$ cat src/rtl/core/multicolor_char_screen_pixels_defines.svh
// Assertion macros shared by the multicolour character screen RTL.
// Included by any module that carries concurrent checks; depends on nothing.
`ifndef MULTICOLOR_CHAR_SCREEN_PIXELS_DEFINES_SVH
`define MULTICOLOR_CHAR_SCREEN_PIXELS_DEFINES_SVH

// Check a property on every rising edge outside reset
`define MCSP_ASSERT(lbl, clk, rstn, prop, msg) \
  lbl: assert property (@(posedge clk) disable iff (!rstn) (prop)) else $error(msg);

// Check that a condition leads to a consequence on the following edge
`define MCSP_ASSERT_NEXT(lbl, clk, rstn, ante, cons, msg) \
  lbl: assert property (@(posedge clk) disable iff (!rstn) (ante) |=> (cons)) else $error(msg);

`endif

$ cat src/rtl/core/mcsp_pkg.sv
// Package for the multicolour character screen: command codes, register
// indexes, store depths, colour set type and the bit-pair colour lookup.
// No dependencies.
package mcsp_pkg;

  // Command codes carried on tuser
  localparam logic [1:0] CMD_CELL   = 2'd0;
  localparam logic [1:0] CMD_BITMAP = 2'd1;
  localparam logic [1:0] CMD_COLOR  = 2'd2;
  localparam logic [1:0] CMD_RENDER = 2'd3;

  // Configuration register indexes
  localparam logic [1:0] REG_BACKGROUND = 2'd0;
  localparam logic [1:0] REG_SHARED_ONE = 2'd1;
  localparam logic [1:0] REG_SHARED_TWO = 2'd2;

  // Register reset values
  localparam logic [3:0] BACKGROUND_RST = 4'd0;
  localparam logic [3:0] SHARED_ONE_RST = 4'd1;
  localparam logic [3:0] SHARED_TWO_RST = 4'd2;

  // Default screen geometry
  localparam int unsigned SCREEN_COLUMNS_DEF = 40;
  localparam int unsigned SCREEN_ROWS_DEF    = 25;

  // Character stores: 256 characters of 8 lines each
  localparam int unsigned BITMAP_DEPTH = 2048;
  localparam int unsigned BITMAP_AW    = 11;
  localparam int unsigned COLOR_DEPTH  = 256;
  localparam int unsigned COLOR_AW     = 8;

  // Pair 11 shows the character colour minus this, modulo 16
  localparam logic [3:0] COLOR_OFFSET = 4'd8;

  // Colours that a bit pair may select
  typedef struct packed {
    logic [3:0] own;
    logic [3:0] shared_two;
    logic [3:0] shared_one;
    logic [3:0] background;
  } palette_t;

  // Map one 2-bit pair onto its palette index
  function automatic logic [3:0] pair_color(logic [1:0] pair, palette_t pal);
    logic [3:0] res;
    case (pair)
      2'b00:   res = pal.background;
      2'b01:   res = pal.shared_one;
      2'b10:   res = pal.shared_two;
      default: res = pal.own - COLOR_OFFSET;
    endcase
    return res;
  endfunction

endpackage

$ cat src/rtl/core/mcsp_color_map.sv
// Output stage: turns one bitmap byte into four double-pixel colours and
// holds them in the output register until the master side takes them.
// Depends on mcsp_pkg.
module mcsp_color_map (
  input  logic              clk_i,
  input  logic              rst_ni,
  input  logic              load_i,
  input  logic              oob_i,
  input  logic [7:0]        bits_i,
  input  mcsp_pkg::palette_t pal_i,
  output logic              free_o,
  output logic              m_axis_tvalid,
  input  logic              m_axis_tready,
  // pixel_color_0 [3:0], pixel_color_1 [7:4], pixel_color_2 [11:8], pixel_color_3 [15:12]
  output logic [15:0]       m_axis_tdata
);
  import mcsp_pkg::*;

  logic        valid_q, valid_d;
  logic [15:0] data_q, data_d;
  logic [7:0]  bits;

  // Cells off the screen show background in every pixel
  assign bits = oob_i ? 8'h00 : bits_i;

  // Leftmost pixel comes from the top pair
  always_comb begin
    data_d = data_q;
    if (load_i) begin
      for (int j = 0; j < 4; j++) begin
        data_d[4*j +: 4] = pair_color(bits[6 - 2*j +: 2], pal_i);
      end
    end
  end

  assign free_o = !valid_q || m_axis_tready;

  // Hold the result until the transaction completes
  always_comb begin
    valid_d = valid_q;
    if (m_axis_tready) valid_d = 1'b0;
    if (load_i) valid_d = 1'b1;
  end

  always_ff @(posedge clk_i or negedge rst_ni) begin
    if (!rst_ni) begin
      valid_q <= 1'b0;
    end else begin
      valid_q <= valid_d;
    end
  end

  always_ff @(posedge clk_i) begin
    data_q <= data_d;
  end

  assign m_axis_tvalid = valid_q;
  assign m_axis_tdata  = data_q;

endmodule

$ cat config.mk
export PLATFORM = sky130hd
export DESIGN_NAME = mcsp_color_map
export DESIGN_NICKNAME = d
export VERILOG_FILES = /design/src/rtl/core/multicolor_char_screen_pixels_defines.svh /design/src/rtl/core/mcsp_pkg.sv /design/src/rtl/core/mcsp_color_map.sv
export SDC_FILE = /design/constraint.sdc
export NUM_CORES = 1
export LEC_CHECK = 0
export BUFFER_PORTS_ARGS = -buffer_cell sky130_fd_sc_hd__buf_2
export CORE_MARGIN = 2
export CORE_UTILIZATION = 32
export CTS_CLUSTER_SIZE = 8
export DETAILED_ROUTE_END_ITERATION = 8
export GPL_TIMING_DRIVEN = 1
export PLACE_DENSITY_LB_ADDON = 0.15
export SETUP_SLACK_MARGIN = 0.3
export SLEW_MARGIN = 10
export SYNTH_ARGS = -nofsm -noshare
export SYNTH_HDL_FRONTEND = slang
export SYNTH_SLANG_ARGS = --single-unit
$ cat constraint.sdc
create_clock -name clk_i -period 1.3 [get_ports clk_i]
set_input_delay 0.26 -clock clk_i [delete_from_list [all_inputs] [get_ports clk_i]]
set_output_delay 0.26 -clock clk_i [all_outputs]
set_load 0.005 [all_outputs]
== Yosys cells after proc, flatten, opt, wreduce, memory -nomap -nowiden ==
Cells that the tools add are included.

* Register bits: 17
* Bits of input ports: 29
* Output and inout port bits: 18

* $add $sub $neg: 1
* Eq/ne operators: 8
* Multiplexer cells: 7
* Reductions and logical operators: 7

{| class="wikitable"
|+ Operator list
! cell !! count
|-
| $pmux 4 s3 || 4
|-
| $eq 2x1->1 const B || 4
|-
| $eq 2x2->1 const B || 4
|-
| $logic_not 2->1 || 4
|-
| $mux 8 || 1
|-
| $sub 4x4->4 const B || 1
|-
| $mux 1 || 2
|-
| $reduce_bool 2->1 || 1
|-
| $logic_not 1->1 || 1
|-
| $logic_or 1x1->1 || 1
|}

== Longest topological paths before layout ==
Gate-level depths: netlist (run 1).

* Depth after elaboration: 3
* Mapped depth: 4
* Gate-level depth less buffers: 3

== Worst setup path before layout (run 1) ==
Ideal clock, no wire load.

* Kind: input -> register
* Start point: input bits_i[0]
* End point: register data_q[15], in the netlist m_axis_tdata[15] (data pin)
* Setup time: 0.256 ns
* Arrival time: 0.801 ns
* Data required time: 1.044 ns
* Setup slack: 0.242 ns
* Cell stages on the path: 4
* Path through: buf_2 > nor3b_1 > a31oi_1 > o22a_1

* Word-level cells in the longest chain between the ends: 3
* Elaborated cells on any way between the ends: 5

{| class="wikitable"
|+ RTL lines
! what !! RTL line !! source
|-
| start: declaration || mcsp_color_map.sv:9 || <nowiki>input logic [7:0] bits_i,</nowiki>
|-
| $mux 8 * || mcsp_color_map.sv:24 || <nowiki>assign bits = oob_i ? 8'h00 : bits_i;</nowiki>
|-
| $eq 2x2->1 (tied with other cells) || mcsp_pkg.sv:46 || <nowiki>case (pair)</nowiki>
|-
| $pmux 4 s3 * || mcsp_pkg.sv:46 ||
|-
| end signal: assignment || mcsp_color_map.sv:54 || <nowiki>data_q <= data_d;</nowiki>
|-
| end: declaration || mcsp_color_map.sv:20 || <nowiki>logic [15:0] data_q, data_d;</nowiki>
|}

Mark *: on every way between the ends. The rest lies on a longest branch, timed or not.
A chain may end at the register's enable or synchronous reset.

== Final worst setup path (run 1) ==
* Start point: register data_q[6], in the netlist m_axis_tdata[6]
* End point: output m_axis_tdata[6]

{| class="wikitable"
|+ RTL lines
! what !! RTL line !! source
|-
| end: declaration || mcsp_color_map.sv:15 || <nowiki>output logic [15:0] m_axis_tdata</nowiki>
|}

No word-level cell between the ends.

==> results of run 1 <==
==> cells by family after synthesis <==
| family | after synthesis | share of synthesized area, % |
|---|---|---|
| AOI/OAI and AO/OA | 32 | 19.0 |
| buffers and inverters | 10 | 6.22 |
| DFF | 17 | 43.3 |
| muxes | 13 | 11.2 |
| and+or+nand+nor | 34 | 20.3 |
==> state kept, by name, summed over array words and instances (netlist names) <==
| signal | flops |
|---|---|
| m_axis_tdata | 16 |
| m_axis_tvalid | 1 |
==> routing by layer <==
| layer | wire length, um | part of all wire (%) | GRT usage [%] | vias to the layer above |
|---|---|---|---|---|
| met5 | 0 | 0 | 0 | - |
| met4 | 13 | 0.42 | 3.19 | 0 |
| met3 | 139 | 4.5 | 2.64 | 2 |
| met2 | 1590 | 51 | 28.6 | 25 |
| met1 | 1360 | 44 | 19.1 | 496 |
| li1 | - | - | - | 501 |
==> report_power, final <==
part | internal [mW] | switching, mW
Combinational | 0.174 | 0.181
Sequential | 0.664 | 0.0139
Clock | 0.114 | 0.179
Total | 0.952 | 0.374
==> Yosys cell counts <==
cell | count | area share [%]
edfxtp_1 | 16 | 41
a21oi_1 | 13 | 5.6
mux2i_1 | 13 | 11
nor3b_1 | 12 | 7.7
o22a_1 | 12 | 9.0
nand2b_1 | 9 | 4.8
nor2_1 | 8 | 2.6
buf_2 | 4 | 1.7
buf_6 | 4 | 3.9
a31oi_1 | 3 | 1.6
nor4b_2 | 3 | 3.9
o21a_1 | 3 | 1.9
a221o_1 | 1 | 0.86
and2b_1 | 1 | 0.64
clkbuf_1 | 1 | 0.32
dfrtp_1 | 1 | 2.1
inv_1 | 1 | 0.32
nand3b_1 | 1 | 0.64
==> final cells by class <==
class,instances,area (um^2)
repair buffers,50,275
flip-flops and latches,17,505
well taps,46,57.6
inverters,1,3.75
clock inverters,1,5.00
clock buffers,3,22.5
fillers,338,1900
multi-input cells,79,648
==> metrics by stage <==
stage / utilization (%) / hold slack [ns]
3_3_place_gp: 43.1 / 0.0343
4_1_cts: 44.4 / 0.272
2_1_floorplan: - / -0.0356
6_report: 44.4 / 0.270
5_1_grt: 44.4 / 0.239
3_5_place_dp: 43.1 / 0.0352
==> worst max-delay path by stage <==
stage / depth (start not counted) / startpoint / end / slack [ns]
after global routing: 2 / m_axis_tvalid / free_o / 0.09
after CTS: 1 / m_axis_tdata[6] / m_axis_tdata[6] / 0.16
final: 1 / m_axis_tdata[6] / m_axis_tdata[6] / 0.16
after detailed placement: 4 / bits_i[7] / m_axis_tdata[0] / 0.08
after global placement: 4 / bits_i[7] / m_axis_tdata[0] / 0.09
after floorplan: 4 / bits_i[7] / m_axis_tdata[0] / 0.28
==> timing repair <==
| item | CTS | global route |
|---|---|---|
| pin swaps | 0 | 0 |
| gates cloned | 0 | 0 |
| endpoints found under the hold margin | 1 | 0 |
| hold buffers | 1 | 0 |
| endpoints found under the setup margin | 18 | 18 |
| setup buffers | 1 | 0 |
==> results.json, run 1 <==
{
  "status": "finished clean",
  "finalCritPeriodShare_pct": 87.5,
  "core_um2": 3420,
  "drt_pass1_iterations": 4,
  "path_clk_slew_ns": 0.11,
  "cp_num_buf_inv": 1,
  "crit_type": "reg -> out",
  "cp_top_family": "flip-flops",
  "reg2reg_from": "m_axis_tvalid",
  "layout_common_cells": "buf_2 (46), edfxtp_1 (16), mux2i_1 (13), a21oi_1 (13)",
  "area_growth_pct": 30.2,
  "routedWlPerCell_um": 15.7,
  "synthCells": 106,
  "skew_ns": 0,
  "r2r_slack_ns": 0.58,
  "required_ns": 1.04,
  "timing.final.ws_setup_ns": 0.163,
  "max_freq_mhz": 879,
  "rows": 21,
  "final_common_cell": "buf_2",
  "report.power.total_mw": 1.33,
  "rsz0062_at_grt": "yes",
  "antenna_found_initial": 0,
  "overflow": 0,
  "initialDrtViolationCount": 14,
  "fin_area_um2": 1520,
  "cp-start-kind": "flop",
  "tightest_slew_ns": 0.380,
  "viasPerCell": 5.20,
  "peakVddDrop_uv": 414,
  "start_util_pct": 34.1,
  "placed_area_um2": 1470,
  "synth_warnings": 0,
  "cts_root_buf": "clkbuf_4",
  "final_nets": 181,
  "wl_um": 3100,
  "min_period_ns": 1.14,
  "pre_cts_ws_ns": 0.0847,
  "yosysUniqueCellTypes": 18,
  "reg2reg_depth": 3,
  "cp_data_arrival_time_ns": 0.88,
  "hold_viol": 0,
  "relSlewSlack_pct": 74.6,
  "slowest_delay_ns": 0.43,
  "grt_max_degree": 21,
  "path_cells": "buf_2",
  "cp_slowest_cell": "edfxtp_1",
  "grt_pass1_wl_um": 4930,
  "die_y_um": 64.4,
  "drc_errors": 0,
  "r2r_end": "m_axis_tvalid",
  "fin_cells": 197,
  "leakagePower_nw": 0.619,
  "final-setup-viol-count": 0,
  "post_cts_resize_count": 0,
  "cts_max_path_buffers": 2,
  "slew_violations": 0,
  "cp-end-kind": "output port",
  "diodes": 0,
  "setup_tns_ns": 0,
  "netlist_area_um2": 1170,
  "pin_count": 47,
  "dp_hpwl_um": 2330,
  "power_density_nw_per_um2": 874,
  "grt_use_total_pct": 15.6,
  "gp_congestion": 0.831,
  "die_area_um2": 4140,
  "vias": 1024,
  "htreeDepth": 1,
  "io_buffers": 46,
  "worstSkewPairLatency_ns": 0.29,
  "cts_tree": "done",
  "die_x_um": 64.4,
  "grt_pass1_vias": 1010,
  "max-cap-violations": 0,
  "placedCellCount": 191,
  "clkSinkCount": 17,
  "postSynthAreaPerCell_um2": 11.0,
  "cts_buffers": 3,
  "drive_above_1_share_pct": 45.0,
  "holdCritPathClass": "in -> async",
  "ant_nets": 0,
  "syn-num-nets": 135,
  "ys_seq_elements": 17,
  "cp_max_fo": 1,
  "seq_area_frac_synth_pct": 43.3
}
No activity file was read; power rests on OpenSTA's default activity.
==> run 2: changes to the inputs <==
--- a/config.mk
+++ b/config.mk
@@ -7,12 +7,13 @@
 export LEC_CHECK = 0
 export BUFFER_PORTS_ARGS = -buffer_cell sky130_fd_sc_hd__buf_2
 export CORE_MARGIN = 2
-export CORE_UTILIZATION = 32
+export CORE_UTILIZATION = 43
 export CTS_CLUSTER_SIZE = 8
 export DETAILED_ROUTE_END_ITERATION = 8
 export GPL_TIMING_DRIVEN = 1
 export PLACE_DENSITY_LB_ADDON = 0.15
 export SETUP_SLACK_MARGIN = 0.3
+export SKIP_LAST_GASP = 1
 export SLEW_MARGIN = 10
 export SYNTH_ARGS = -nofsm -noshare
 export SYNTH_HDL_FRONTEND = slang
==> run 2 against run 1 <==
Compared with the run above: routed wire length down 9.8%; clock power down 9.2%; critical endpoint is now free_o; sequential share of layout area up 0.47 points; core utilization up 15 points; via count down 1.5%; register-to-register slack about the same; critical path type unchanged; design area down 1.4%; clock skew unchanged.
==> results.json, run 2 (synthesized netlist as in run 1, its figures left out) <==
{
  "status": "finished clean",
  "placed_area_um2": 1450,
  "max-cap-violations": 0,
  "routed-wl-met2_um": 1440,
  "antenna_found_initial": 0,
  "setup_tns_ns": 0,
  "cts_buffers": 3,
  "cts_tree": "done",
  "met1Wirelength_um": 1200,
  "skew_ns": 0,
  "fin_area_um2": 1500,
  "io_buffers": 46,
  "min_period_ns": 1.13,
  "vias": 1009,
  "tightest_slew_ns": 0.385,
  "path_depth": 2,
  "met3_wirelength_um": 163,
  "initialDrtViolationCount": 30,
  "top_layer": "met3",
  "worstSkewPairLatency_ns": 0.28,
  "cts_max_path_buffers": 2,
  "power_density_nw_per_um2": 867,
  "routedWlPerCell_um": 15.5,
  "reg2reg_from": "m_axis_tvalid",
  "drt_pass1_iterations": 4,
  "drc_errors": 0,
  "finalCritPeriodShare_pct": 87.3,
  "die_x_um": 56.1,
  "crit_type": "reg -> out",
  "relSlewSlack_pct": 74.2,
  "die_area_um2": 3140,
  "path_clk_slew_ns": 0.08,
  "slew_violations": 0,
  "cp_num_buf_inv": 1,
  "dp_hpwl_um": 2210,
  "cp_slowest_cell": "dfrtp_1",
  "area_growth_pct": 28.3,
  "rows": 18,
  "required_ns": 1.04,
  "htreeDepth": 1,
  "leakagePower_nw": 0.616,
  "rsz0062_at_grt": "yes",
  "wl_um": 2800,
  "pin_count": 47,
  "diodes": 0,
  "overflow": 0,
  "timing.final.ws_setup_ns": 0.165,
  "slowest_delay_ns": 0.38,
  "cp-end-kind": "output port",
  "cp_top_family": "flip-flops",
  "drive_above_1_share_pct": 44.4,
  "start_util_pct": 46.2,
  "pre_cts_ws_ns": 0.0487,
  "viasPerCell": 5.57,
  "final_nets": 181,
  "grt_pass1_wl_um": 4690,
  "cp-start-kind": "flop",
  "largest_reg_flops": 16,
  "grt_use_total_pct": 18.8,
  "hold_viol": 0,
  "crit_start": "m_axis_tvalid",
  "cp_data_arrival_time_ns": 0.87,
  "path_cells": "nand2b_1, buf_2",
  "cts_root_buf": "clkbuf_4",
  "die_y_um": 56.1,
  "cp_max_fo": 2,
  "gp_congestion": 0.840,
  "layout_common_cells": "buf_2 (46), edfxtp_1 (16), mux2i_1 (13), a21oi_1 (13)",
  "final-setup-viol-count": 0,
  "max_freq_mhz": 881,
  "clkSinkCount": 17,
  "core_um2": 2520,
  "grt_max_degree": 20,
  "post_cts_resize_count": 0,
  "holdCritPathClass": "in -> async",
  "final_common_cell": "buf_2",
  "reg2reg_depth": 3,
  "peakVddDrop_uv": 1060,
  "grt_pass1_vias": 992,
  "ant_nets": 0
}
## run 2: cell types whose count changed in the layout (fill, tap and decap cells not counted), sizes merged
cell,change
clkbuf,+1
clkinv,-1
## run 2: worst reg2reg max path, stage by stage, from the launching register on
cell,delay (ns)
dfrtp_1,0.38
nand2b_1,0.09
buf_4,0.10
nand2b_1,0.04
## run 2: routing by layer
| layer | vias up | GRT usage, % |
|---|---|---|
| met4 | 0 | 4.08 |
| met1 | 481 | 23.2 |
| met5 | - | 0 |
| li1 | 496 | - |
| met2 | 32 | 31.8 |
| met3 | 0 | 6.51 |
## run 2: path summary, 6_finish.rpt
path	slack, ns	to
worst max-delay path	0.17	free_o
worst min-delay path	0.27	m_axis_tvalid
worst max register to register	0.58	m_axis_tvalid
worst min register to register	0.64	m_axis_tvalid
max in group asynchronous	0.94	m_axis_tvalid
min in group clk_i	0.30	m_axis_tdata[6]
## run 2: timing repair
action                     4_1_cts  5_1_grt
setup endpoints to repair       18       18
setup buffers                    1        0
hold buffers                     1        0
hold endpoints to repair         1        0
## run 2: report_power, final
group | switching [mW] | leakage (nW) | internal (mW)
Clock | 0.147 | 0.0150 | 0.119
Combinational | 0.181 | 0.433 | 0.174
Sequential | 0.0119 | 0.168 | 0.664
Total | 0.340 | 0.616 | 0.957
## run 2: cell type report
| cell class | count | area (um^2) |
|---|---|---|
| clock buffers | 4 | 26.3 |
| flip-flops and latches | 17 | 505 |
| well taps | 30 | 37.5 |
| multi-input cells | 79 | 648 |
| inverters | 1 | 3.75 |
| repair buffers | 50 | 275 |
| fillers | 224 | 1030 |
## run 2: metrics by stage
stage | hold slack [ns] | total power, mW | util, % | std cells
4_1_cts | 0.257 | 1.32 | 59.3 | 181
2_1_floorplan | -0.0356 | 0.894 | - | 106
3_5_place_dp | 0.0368 | 1.04 | 57.6 | 175
5_1_grt | 0.257 | 1.38 | 59.3 | 181
6_report | 0.273 | 1.30 | 59.3 | 181
3_3_place_gp | 0.0345 | 1.03 | 57.6 | 175
